==> config.mk <==
export PLATFORM = sky130hd
export DESIGN_NAME = fbc_out_fifo
export DESIGN_NICKNAME = d
export VERILOG_FILES = /design/src/rtl/core/fbc_pkg.sv /design/src/rtl/core/fbc_out_fifo.sv
export SDC_FILE = /design/constraint.sdc
export NUM_CORES = 1
export LEC_CHECK = 0
export ABC_AREA = 1
export BUFFER_PORTS_ARGS = -buffer_cell sky130_fd_sc_hd__buf_2
export CELL_PAD_IN_SITES_DETAIL_PLACEMENT = 1
export CELL_PAD_IN_SITES_GLOBAL_PLACEMENT = 2
export CORE_MARGIN = 10
export CORE_UTILIZATION = 40
export CTS_CLUSTER_DIAMETER = 30
export DETAILED_ROUTE_END_ITERATION = 16
export GPL_TIMING_DRIVEN = 0
export PLACE_DENSITY = 0.88
export SYNTH_ARGS = -nofsm -noshare
export SYNTH_HDL_FRONTEND = slang
export SYNTH_SLANG_ARGS = --single-unit
==> constraint.sdc <==
create_clock -name i_clk -period 6.3 [get_ports i_clk]
set_clock_uncertainty 0.2 [all_clocks]
set_input_delay 0.315 -clock i_clk [delete_from_list [all_inputs] [get_ports i_clk]]
set_output_delay 0.315 -clock i_clk [all_outputs]
set_load 0.01 [all_outputs]
==> src/rtl/core/fbc_pkg.sv <==
// Shared types, widths and codes for the frustum box cull core.
`timescale 1ns / 1ps

package fbc_pkg;

    localparam int VALUE_WIDTH = 32;                   // stored matrix element width
    localparam int CW = VALUE_WIDTH + 1;               // plane coefficient width
    localparam int TW = 33;                            // center +/- half extent
    localparam int PW = CW + TW;                       // product width
    localparam int SW = PW + 2;                        // sum of four terms
    localparam int FRAC_BITS = 16;
    localparam int FIFO_DEPTH = 16;
    localparam int FIFO_AW = $clog2(FIFO_DEPTH);
    localparam int NUM_PLANES = 6;

    localparam logic REQ_WRITE = 1'b0;
    localparam logic REQ_TEST  = 1'b1;

    localparam logic [1:0] ROW_W = 2'd3;               // fourth matrix row

    typedef logic signed [VALUE_WIDTH-1:0] t_elem;
    typedef logic signed [CW-1:0] t_coef;

    // one input word as seen on the request channel
    typedef struct packed {
        logic               req_type;
        logic [3:0]         elem_index;
        logic signed [31:0] elem_value;
        logic signed [31:0] center_x;
        logic signed [31:0] center_y;
        logic signed [31:0] center_z;
        logic [30:0]        half_x;
        logic [30:0]        half_y;
        logic [30:0]        half_z;
    } t_req;

    typedef struct packed {
        logic visible;
    } t_rsp;

    // word passed from cell to cell
    typedef struct packed {
        logic valid;
        t_req req;
        logic vis;
    } t_word;

    // wrap the written value to the stored element width
    function automatic t_elem to_elem(logic signed [31:0] v);
        return VALUE_WIDTH'(v);
    endfunction

endpackage

==> src/rtl/core/fbc_out_fifo.sv <==
// Result queue at the end of the cell chain.
`timescale 1ns / 1ps

module fbc_out_fifo (
    input  logic i_clk,
    input  logic i_rst_n,
    input  logic i_wr,
    input  logic i_wr_data,
    input  logic i_rd,
    output logic o_valid,
    output logic o_data
);

    logic                       r_mem [fbc_pkg::FIFO_DEPTH];
    logic [fbc_pkg::FIFO_AW-1:0] r_wr_ptr;
    logic [fbc_pkg::FIFO_AW-1:0] r_rd_ptr;
    logic [fbc_pkg::FIFO_AW:0]   r_count;
    logic                       pop;

    assign o_valid = (r_count != '0);
    assign o_data  = r_mem[r_rd_ptr];
    assign pop     = i_rd && o_valid;

    always_ff @(posedge i_clk) begin
        if (i_wr) begin
            r_mem[r_wr_ptr] <= i_wr_data;
        end
    end

    always_ff @(posedge i_clk) begin
        if (!i_rst_n) begin
            r_wr_ptr <= '0;
            r_rd_ptr <= '0;
            r_count  <= '0;
        end else begin
            if (i_wr) begin
                r_wr_ptr <= r_wr_ptr + 1'b1;
            end
            if (pop) begin
                r_rd_ptr <= r_rd_ptr + 1'b1;
            end
            case ({i_wr, pop})
                2'b10:   r_count <= r_count + 1'b1;
                2'b01:   r_count <= r_count - 1'b1;
                default: r_count <= r_count;
            endcase
        end
    end

endmodule

## Word level (Yosys, flattened, before mapping)

Memory sizes are Yosys's and may differ from the RTL's. A register that Yosys moved wholly into a read port is not among the register bits.
Index checks and enable logic that the tools add are counted.

- Word-level logic and storage cells: 18
- Memories kept: 1
- Flip-flop bits (word level): 13
- Bits in latches: 0
- Bits in writable memories: 16
- Memory bits (read-only): 0

- Add/sub/neg operators: 4
- Shift-type cells: 0
- Reductions and logical operators: 3
- Eq/ne operators: 2
- Divide/modulo/power cells: 0
- Bitwise gates (word level): 0
- Multipliers: 0
- Magnitude comparators: 0
- Muxes and demuxes: 5

Memories:

| name | words | width | read ports | clocked after Yosys merged registers in | write ports | line | text |
|---|---|---|---|---|---|---|---|
| r_mem | 16 | 1 | 1 | 1 | 1 | fbc_out_fifo.sv:14 | `logic r_mem [fbc_pkg::FIFO_DEPTH];` |

Operator list:

| kind | count |
|---|---|
| $pmux 5 s2 | 1 |
| $add 4x1->4 const B | 2 |
| $mux 4 | 2 |
| $add 5x1->5 const B | 1 |
| $reduce_bool 5->1 | 1 |
| $sub 5x1->5 const B | 1 |
| $eq 2x1->1 const B | 1 |
| $eq 2x2->1 const B | 1 |
| $mux 1 | 2 |
| $reduce_bool 2->1 | 1 |
| $logic_and 1x1->1 | 1 |

## Logic depth before layout (Yosys ltp)

Gate-level depths: netlist of run 1.

- Depth in word-level cells: 4
- Mapped depth: 16

## Worst setup path before layout of run 1

No wires, ideal clock.

- Path kind: flip-flop to flip-flop
- Start point: register r_count[1] (netlist bit)
- End point: register r_count[4] (netlist bit)
- Data required time: 5.983 ns
- Path slack: 4.207 ns
- Arrival time: 1.776 ns
- Library setup time: 0.117 ns
- Cell stages (with the launch flop): 17
- Clock period less this slack: 2.093 ns
- Path buffers: 0
- Cell sequence: dfxtp_1 > nor2_1 > nand3_2 > nand2_4 > inv_4 > ha_1 > nand2_1 > inv_1 > nor2_2 > ha_1 > inv_1 > nand2_1 > nand3_1 > nand3_1 > nand2_1 > nor2_1 > nor2_1

- Cells in the longest elaborated chain, start to end: 4

Ends and longest elaborated chain:

| element | line | text |
|---|---|---|
| start, declared | fbc_out_fifo.sv:17 | `logic [fbc_pkg::FIFO_AW:0] r_count;` |
| start signal, assigned | fbc_out_fifo.sv:43 | `2'b10: r_count <= r_count + 1'b1;` |
| start signal, assigned | fbc_out_fifo.sv:44 | `2'b01: r_count <= r_count - 1'b1;` |
| start signal, assigned | fbc_out_fifo.sv:45 | `default: r_count <= r_count;` |
| $reduce_bool 5->1 (*) | fbc_out_fifo.sv:20 | `assign o_valid = (r_count != '0);` |
| named net o_valid | fbc_out_fifo.sv:10 | `output logic o_valid,` |
| $logic_and 1x1->1 (*) | fbc_out_fifo.sv:22 | `assign pop = i_rd && o_valid;` |
| $eq 2x1->1 or $eq 2x2->1 (tied branches) | fbc_out_fifo.sv:42 | `case ({i_wr, pop})` |
| $pmux 5 s2 or $reduce_bool 2->1 (tied branches) | - |  |

The timed path passes the listed nets; every way through them passes the cells marked *.
A chain may end at the register's enable or synchronous reset.

## Final worst setup path of run 1

- Start point: register r_count[1] (netlist bit)
- End point: register r_count[4] (netlist bit)

- Cells in the longest elaborated chain, start to end: 4

Ends and longest elaborated chain:

| element |
|---|
| branches (longest 4 deep; another with $sub 5x1->5) |

Several ways; the timed one is not identified.

==> summary.md, run 1 <==
| Metric | Value |
|---|---|
| Status | finished, final reports clean |
| Nets | approximately 210 |
| CTS Hold Buffers Added | 0 |
| WL per Instance | 13.24 µm |
| Worst Path Arrival | 2320 ps |
| DP Wirelength | roughly 2.6 mm |
| Crit path time final | approximately 2300 ps |
| Initial antenna violation count | 0 |
| Power share of the clock group | 23.0% |
| CTS root buf | clkbuf_8 |
| Clk slew on worst S/H paths | 70 ps |
| Leading cell type in the layout, fill and taps excluded | nand2_1 |
| Worst-Skew Late Latency | 280 ps |
| Seq pwr share | 41.9% |
| Port Buf Inserts | 6 |
| First-pass GRT wire length | ~6 mm |
| Post-Synthesis Cells | 187 |
| Synth top area cells | edfxtp_1 (29%), dfxtp_1 (21%), nand2_1 (7.8%) |
| GRT Total Usage | 10.34% |
| CP cell instances | nor2_1 > nand3_2 > nand2_4 > inv_4 > ha_1 > nand2_1 > inv_1 > nor2_2 > ha_1 > inv_1 > nand2_1 > nand3_1 > nand3_1 > nand2_1 > nor2_1 > nor2_1 |
| Slowest cell delay on critical path | 340 ps |
| Total leakage power | about 0.76 nW |
| Top-area cell type share of the netlist area | 29.43% |
| IO Count | 7 |
| Grt ovf | 0 |
| Post-synth ARST share | 0% |
| Layout cells sized above 1 | 12.94% |
| Compound-Gate Fraction of Synth Area | 10.80% |
| Int Pwr | 0.4218 mW |
| Via density | 4.821 |
| Sw frac | 37.04% |
| PwrDens | 370.6 nW/µm² |
| Setup crit start kind | flip-flop |
| Cell taking the most area after synthesis | edfxtp_1 |
| Switching Power | 0.2482 mW |
| Crit. End Element | flip-flop |
| Fmax | ~430 MHz |
| CTS tree | yes |
| Die ar. | 7038 µm² |
| Hold Violations, Final | 0 |
| Slew Limit Fails | 0 |
| Largest family of logic cells by synthesized area | simple AND/OR/NAND/NOR gates |
| Gate power share | 35.1% |
| Largest net degree at the start of global routing | 17 |
| Sequential share of the synthesized area | 50.27% |
| Core ar. | 3971 µm² |
| Adder-Cell Fraction of Synth Area | 6.897% |
| Via count | about 1200 |
| Top FF cell, synth | dfxtp_1 |
| DR iter-0 viols | 40 |
| Setup slack, reg-to-reg | 3950 ps |
| Worst-case vdd ir drop | around 0.15 mV |
| Mapped Nets | between 200 and 250 |
| RePlAce Congestion | 0.7576 |
| Tcrit/Tclk final | approximately 37% |
| Total wire length | 3.322 mm |
| Xor/xnor cell area share of the yosys netlist | 2.146% |
| Htree depth | 2 |
| Critical Path RT | 6270 ps |
| Max Cap Violations | 0 |
| Pre-antenna DRT Iters | 4 |
| Worst Path Max Fanout | 7 |
| Vias in the first global route | 1290 |
| Yosys warning total | 0 |
| DRC viols | 0 |
| Post-synth EDFFs | 16 |
| CTS buffer count | 5 |
| Area growth, synth to finish | 10.73% |
| Worst Tran Pin Value | 263.5 ps |
| Most frequent cells in the layout | nand2_1 (34), inv_1 (30), nor2_1 (28), dfxtp_1 (17), edfxtp_1 (16) |
| Post-synthesis mux area share | 0% |
| Slew margin rel. | 82.44% |
| Number of cell rows | 23 |
| Avg Cell Area, Syn | between 8 and 9 µm² |
| Post-synthesis simple-gate area fraction | 21.23% |
| Worst min-delay path class | input port to flip-flop |
| RSZ-0062 raised after global routing | false |
| Initial Utilization | around two fifths |
| Syn Std Cell Area | 1633 µm² |
| Setup_tns | 0 ps |
| Die Span Y | 83.89 µm |
| Cell variety after synth | 22 |
| Number of gates resized after cts | 0 |
| Post-route ant nets | 0 |
| Pwr Total | 0.6700 mW |
| Inserted Diodes | 0 |
| Clock Sinks | 33 |
| Die outline width | 83.89 µm |
| Crit Path Class | flip-flop to flip-flop |
| Post-CTS Setup Inserts | 0 |
| Flops & latches, synth | 33 |
| Clock Path Buffers | 2 |
| Slowest CP cell | dfxtp_1 |
| Final setup violation count | 0 |
[through the flow]
| stage | utilization [%] | hold WS, ps | worst slack [ps] | area, µm² | cells |
|---|---|---|---|---|---|
| finish | 45.53 | 146.0 | 3954 | 1808 | 251 |
| global route | 45.53 | 134.8 | 3694 | 1808 | 251 |
| CTS | 45.53 | 130.4 | 3942 | 1808 | 251 |
| detailed placement | 43.45 | 303.3 | 3956 | 1725 | 243 |
| global placement | 43.45 | 260.6 | 4028 | 1725 | 243 |
| floorplan | - | 213.9 | 4207 | 1633 | 187 |
[critical path: cells and delay by family (launching register included)]
kind	cells	cell delay, ps
adders and majority gates	2	440
buffers and inverters	3	170
DFF	1	340
and+or+nand+nor	11	1080
[kinds of logic after synthesis]
family                     Yosys count
xor gates and xnor gates             4
and+or+nand+nor                     79
buffers and inverters               33
AOI/OAI and AO/OA                   29
adders and majority gates            9
DFF                                 33
[per-layer routing]
layer,up-vias,part of all wire [%],global-route usage [%]
met3,4,1.9,3.027
li1,624,-,-
met1,576,46,11.12
met4,0,1.6,5.327
met2,6,51,17.84
met5,-,0,0
[cell usage after synthesis (2+ instances only)]
cell      number
buf_6          2
ha_1           9
dfxtp_1       17
nor2_1        28
inv_1         30
a21oi_2        2
a21oi_1       10
nand2_1       34
o211ai_1       6
nand3_2        4
nand3_1        9
xor2_1         4
o21ai_0        8
edfxtp_1      16
[worst paths after layout]
kind | startpoint | endpoint | cells past startpoint
worst max-delay path | r_count[1] | r_count[4] | 16
worst min-delay path | i_rd | flip-flop | 3
worst max register to register | r_count[1] | r_count[4] | 16
worst min register to register | r_rd_ptr[2] | flip-flop | 2
[area by class of cell]
type / instances / area, µm²
Clock buffer: 6 / 72.57
Inverter: 31 / 118.9
Timing Repair Buffer: 6 / 30.03
Buffer: 2 / 22.52
Fill cell: 488 / 2163
Multi-Input combinational cell: 121 / 670.6
Clock inverter: 2 / 10.01
Sequential cell: 33 / 820.8
Tap cell: 50 / 62.56
[power groups by stage]
stage          clock [mW]  combinational (mW)  sequential (mW)
2_1_floorplan           0               0.183            0.279
3_3_place_gp            0               0.224            0.285
3_5_place_dp            0               0.238            0.286
4_1_cts             0.161               0.239            0.281
5_1_grt             0.171               0.271            0.287
6_report            0.154               0.235            0.281
No activity file was read; power rests on OpenSTA's default activity.
==> run 2: changes to the inputs <==
Settings changed: CORE_UTILIZATION 40 to 37, PLACE_DENSITY 0.88 to 0.83.
Clock period 6.3 ns to 2.38 ns, I/O delays scaled along.
==> run 2 against run 1 <==
Global-route usage decreased by 0.41 points. Total power increased to 2.7 times the previous value. Non-clock buffer count increased by 3. Critical path depth unchanged. Via count increased by 1.2%. Final cell count increased by 2.0%. Register-to-register slack got worse by 3800 ps. Setup slack got worse by 3800 ps. Die area increased by 6.1%. Critical path type unchanged. Largest power group unchanged.
==> summary.md, run 2 (same netlist as run 1, synthesis figures left out) <==
| Metric | Value |
|---|---|
| CTS root buf | clkbuf_8 |
| Crit. End Element | flip-flop |
| Largest net degree at the start of global routing | 17 (unchanged) |
| Leading cell type in the layout, fill and taps excluded | nand2_1 |
| First-pass GRT wire length | 6.051 mm (+2.1%) |
| Setup slack, reg-to-reg | 200 ps (-3760 ps) |
| Slew Limit Fails | 0 (unchanged) |
| Max Cap Violations | 0 (unchanged) |
| Fmax | 458.5 MHz (+7.6%) |
| RePlAce Congestion | 0.7820 (+3.2%) |
| Number of cell rows | 24 (+4.3%) |
| Setup crit end | r_count[4] |
| FF/Latch Area | 820.8 µm² (unchanged) |
| Port Buf Inserts | 6 (unchanged) |
| Worst Path Arrival | 2160 ps (-160 ps) |
| Via count | 1225 (+1.2%) |
| Nets | 217 (+1.4%) |
| Clock Sinks | 33 (unchanged) |
| Die Span Y | 86.43 µm (+3.0%) |
| Initial antenna violation count | 0 (unchanged) |
| Via density | 4.785 (-0.74%) |
| Worst Path Max Fanout | 7 (unchanged) |
| Layout cells sized above 1 | 14.71% (+1.8 points) |
| Crit path buf inv count | 3 (unchanged) |
| Worst R2R Path Depth | 16 (unchanged) |
| Switching Power | 0.6712 mW (+170%) |
| DRC viols | 0 (unchanged) |
| Int Pwr | 1.133 mW (+170%) |
| CTS buffer count | 5 (unchanged) |
| Clk slew on worst S/H paths | 70 ps (about the same) |
| Htree depth | 2 (unchanged) |
| Placed Instances | 245 (+0.82%) |
| Place WS | -19.24 ps (-3975 ps) |
| DR iter-0 viols | 26 (-35%) |
| IO Count | 7 (unchanged) |
| Cell depth of the worst setup path | 16 (unchanged) |
| # fillers | 542 (+11%) |
| Worst r2r dst | r_count[4] |
| PnR worst setup slack | 199.2 ps (-3755 ps) |
| Total leakage power | 0.7719 nW (+1.6%) |
| Final cell count without fillers | 256 (+2.0%) |
| WL per Instance | 13.14 µm (-0.68%) |
| Vias in the first global route | 1342 (+4.0%) |
| Top delay family on crit path | simple AND/OR/NAND/NOR gates |
| Sw frac | 37.20% (+0.16 points) |
| Most frequent cells in the layout | nand2_1 (33), inv_1 (30), nor2_1 (27), dfxtp_1 (17), edfxtp_1 (16) |
| Area growth, synth to finish | 14.10% |
| Post-Route Utilization | 43.08% (-2.4 points) |
| Worst Tran Pin Value | 244.7 ps (-18.76 ps) |
| Pre-antenna DRT Iters | 3 (-1) |
| Core ar. | 4324 µm² (+8.9%) |
| Post-route ant nets | 0 (unchanged) |
| Slew margin rel. | 83.51% (+1.1 points) |
| CP cell instances | nor2_2 > nand3_2 > nand2_4 > inv_4 > ha_4 > nand2_1 > inv_1 > nor2_2 > ha_1 > inv_1 > nand2_2 > nand3_2 > nand3_1 > nand2_1 > nor2_1 > nor2_1 |
| Crit path time final | 2181 ps (-164.8 ps) |
| Multi-input gate area | 693.2 µm² (+3.4%) |
| Final setup violation count | 0 (unchanged) |
| Worst min-delay path class | input port to flip-flop |
| Crit Path Class | flip-flop to flip-flop |
| Slowest CP cell | dfxtp_1 |
| Setup crit start kind | flip-flop |
| Clock Path Buffers | 2 (unchanged) |
| Seq pwr share | 41.9% (about the same) |
| Pwr Total | 1.804 mW (+170%) |
| Gate power share | 35.8% (+0.7 points) |
| RR Startpoint | r_count[1] |
| Crit. Startpoint | r_count[1] |
| Post-CTS Setup Inserts | 0 (unchanged) |
| Die ar. | 7470 µm² (+6.1%) |
| Die outline width | 86.43 µm (+3.0%) |
| Status | finished, final reports clean |
| Initial Utilization | 37.76% (-3.4 points) |
| CTS tree | yes |
| GRT Total Usage | 9.934% (-0.41 points) |
| PwrDens | 968.5 nW/µm² (+160%) |
| DP Wirelength | 2.659 mm (+2.3%) |
| Worst-Skew Late Latency | 280 ps (about the same) |
| Inserted Diodes | 0 (unchanged) |
| Tcrit/Tclk final | 91.63% (+54 points) |
| Total wire length | 3.365 mm (+1.3%) |
| Critical Path RT | 2360 ps (-3910 ps) |
| Grt ovf | 0 (unchanged) |
| Power share of the clock group | 22.3% (-0.7 points) |
| RSZ-0062 raised after global routing | false |
| Hold Violations, Final | 0 (unchanged) |
| Slowest cell delay on critical path | 360 ps (+20 ps) |
| Setup_tns | 0 ps (unchanged) |
| Worst-case vdd ir drop | 0.5373 mV (+270%) |
## run 2: cell count changes in the layout (fill, tap and decap cells not counted)
| cell | change |
|---|---|
| dlygate4sd3_1 | +3 |
| ha_1 | -1 |
| ha_4 | +1 |
| nand2_1 | -1 |
| nand2_2 | +1 |
| nand3_1 | -1 |
| nand3_2 | +1 |
| nor2_1 | -1 |
| nor2_2 | +1 |
## run 2: worst reg2reg max path, cell delays in order (launching register included)
cell	delay, ps
dfxtp_1	360
nor2_2	140
nand3_2	110
nand2_4	110
inv_4	70
ha_4	190
nand2_1	70
inv_1	60
nor2_2	130
ha_1	160
inv_1	50
nand2_2	90
nand3_2	100
nand3_1	80
nand2_1	50
nor2_1	80
nor2_1	40
## run 2: timing repair
action / 4_1_cts / 5_1_grt
hold endpoints to repair: 12 / 0
hold buffers: 3 / 0
endpoints found under the setup margin: 1 / 2
resized for setup: 1 / 4
## run 2: worst min path at each step
stage | end | from | depth (start not counted)
4_1_cts | r_mem[6] | i_wr_data | 1
3_5_place_dp | r_rd_ptr[0] | i_rd | 3
5_1_grt | r_mem[0] | i_wr_data | 1
6_report | r_mem[9] | i_wr_data | 1
2_1_floorplan | r_mem[0] | i_wr_data | 0
3_3_place_gp | r_rd_ptr[0] | i_rd | 3
## run 2: cell type report
type                    instances  area share, %
flip-flops and latches         33          44.06
inverters                      31          6.380
well taps                      52          3.492
plain buffers                   2          1.209
clock inverters                 2         0.5373
clock buffers                   6          3.895
multi-input cells             121          37.21
repair buffers                  9          3.224
## run 2: power groups by stage
stage          Combinational (mW)  Sequential (mW)  Clock [mW]
2_1_floorplan               0.483            0.739           0
3_3_place_gp                0.595            0.754           0
3_5_place_dp                0.629            0.763           0
4_1_cts                     0.639            0.753       0.420
5_1_grt                     0.748            0.766       0.443
6_report                    0.645            0.757       0.402
## run 2: layer usage
layer,global-route usage [%],wire length (µm)
met5,0,0
met4,3.829,61
met3,3.377,99
met2,16.85,1726
met1,11.18,1477
## run 2: metrics by stage
stage / hold slack [ps] / cell area [µm²]
after floorplan: 17.87 / 1633
after global placement: 240.1 / 1728
after detailed placement: 248.0 / 1728
after CTS: 2.457 / 1843
after global routing: 12.75 / 1863
final: 8.664 / 1863
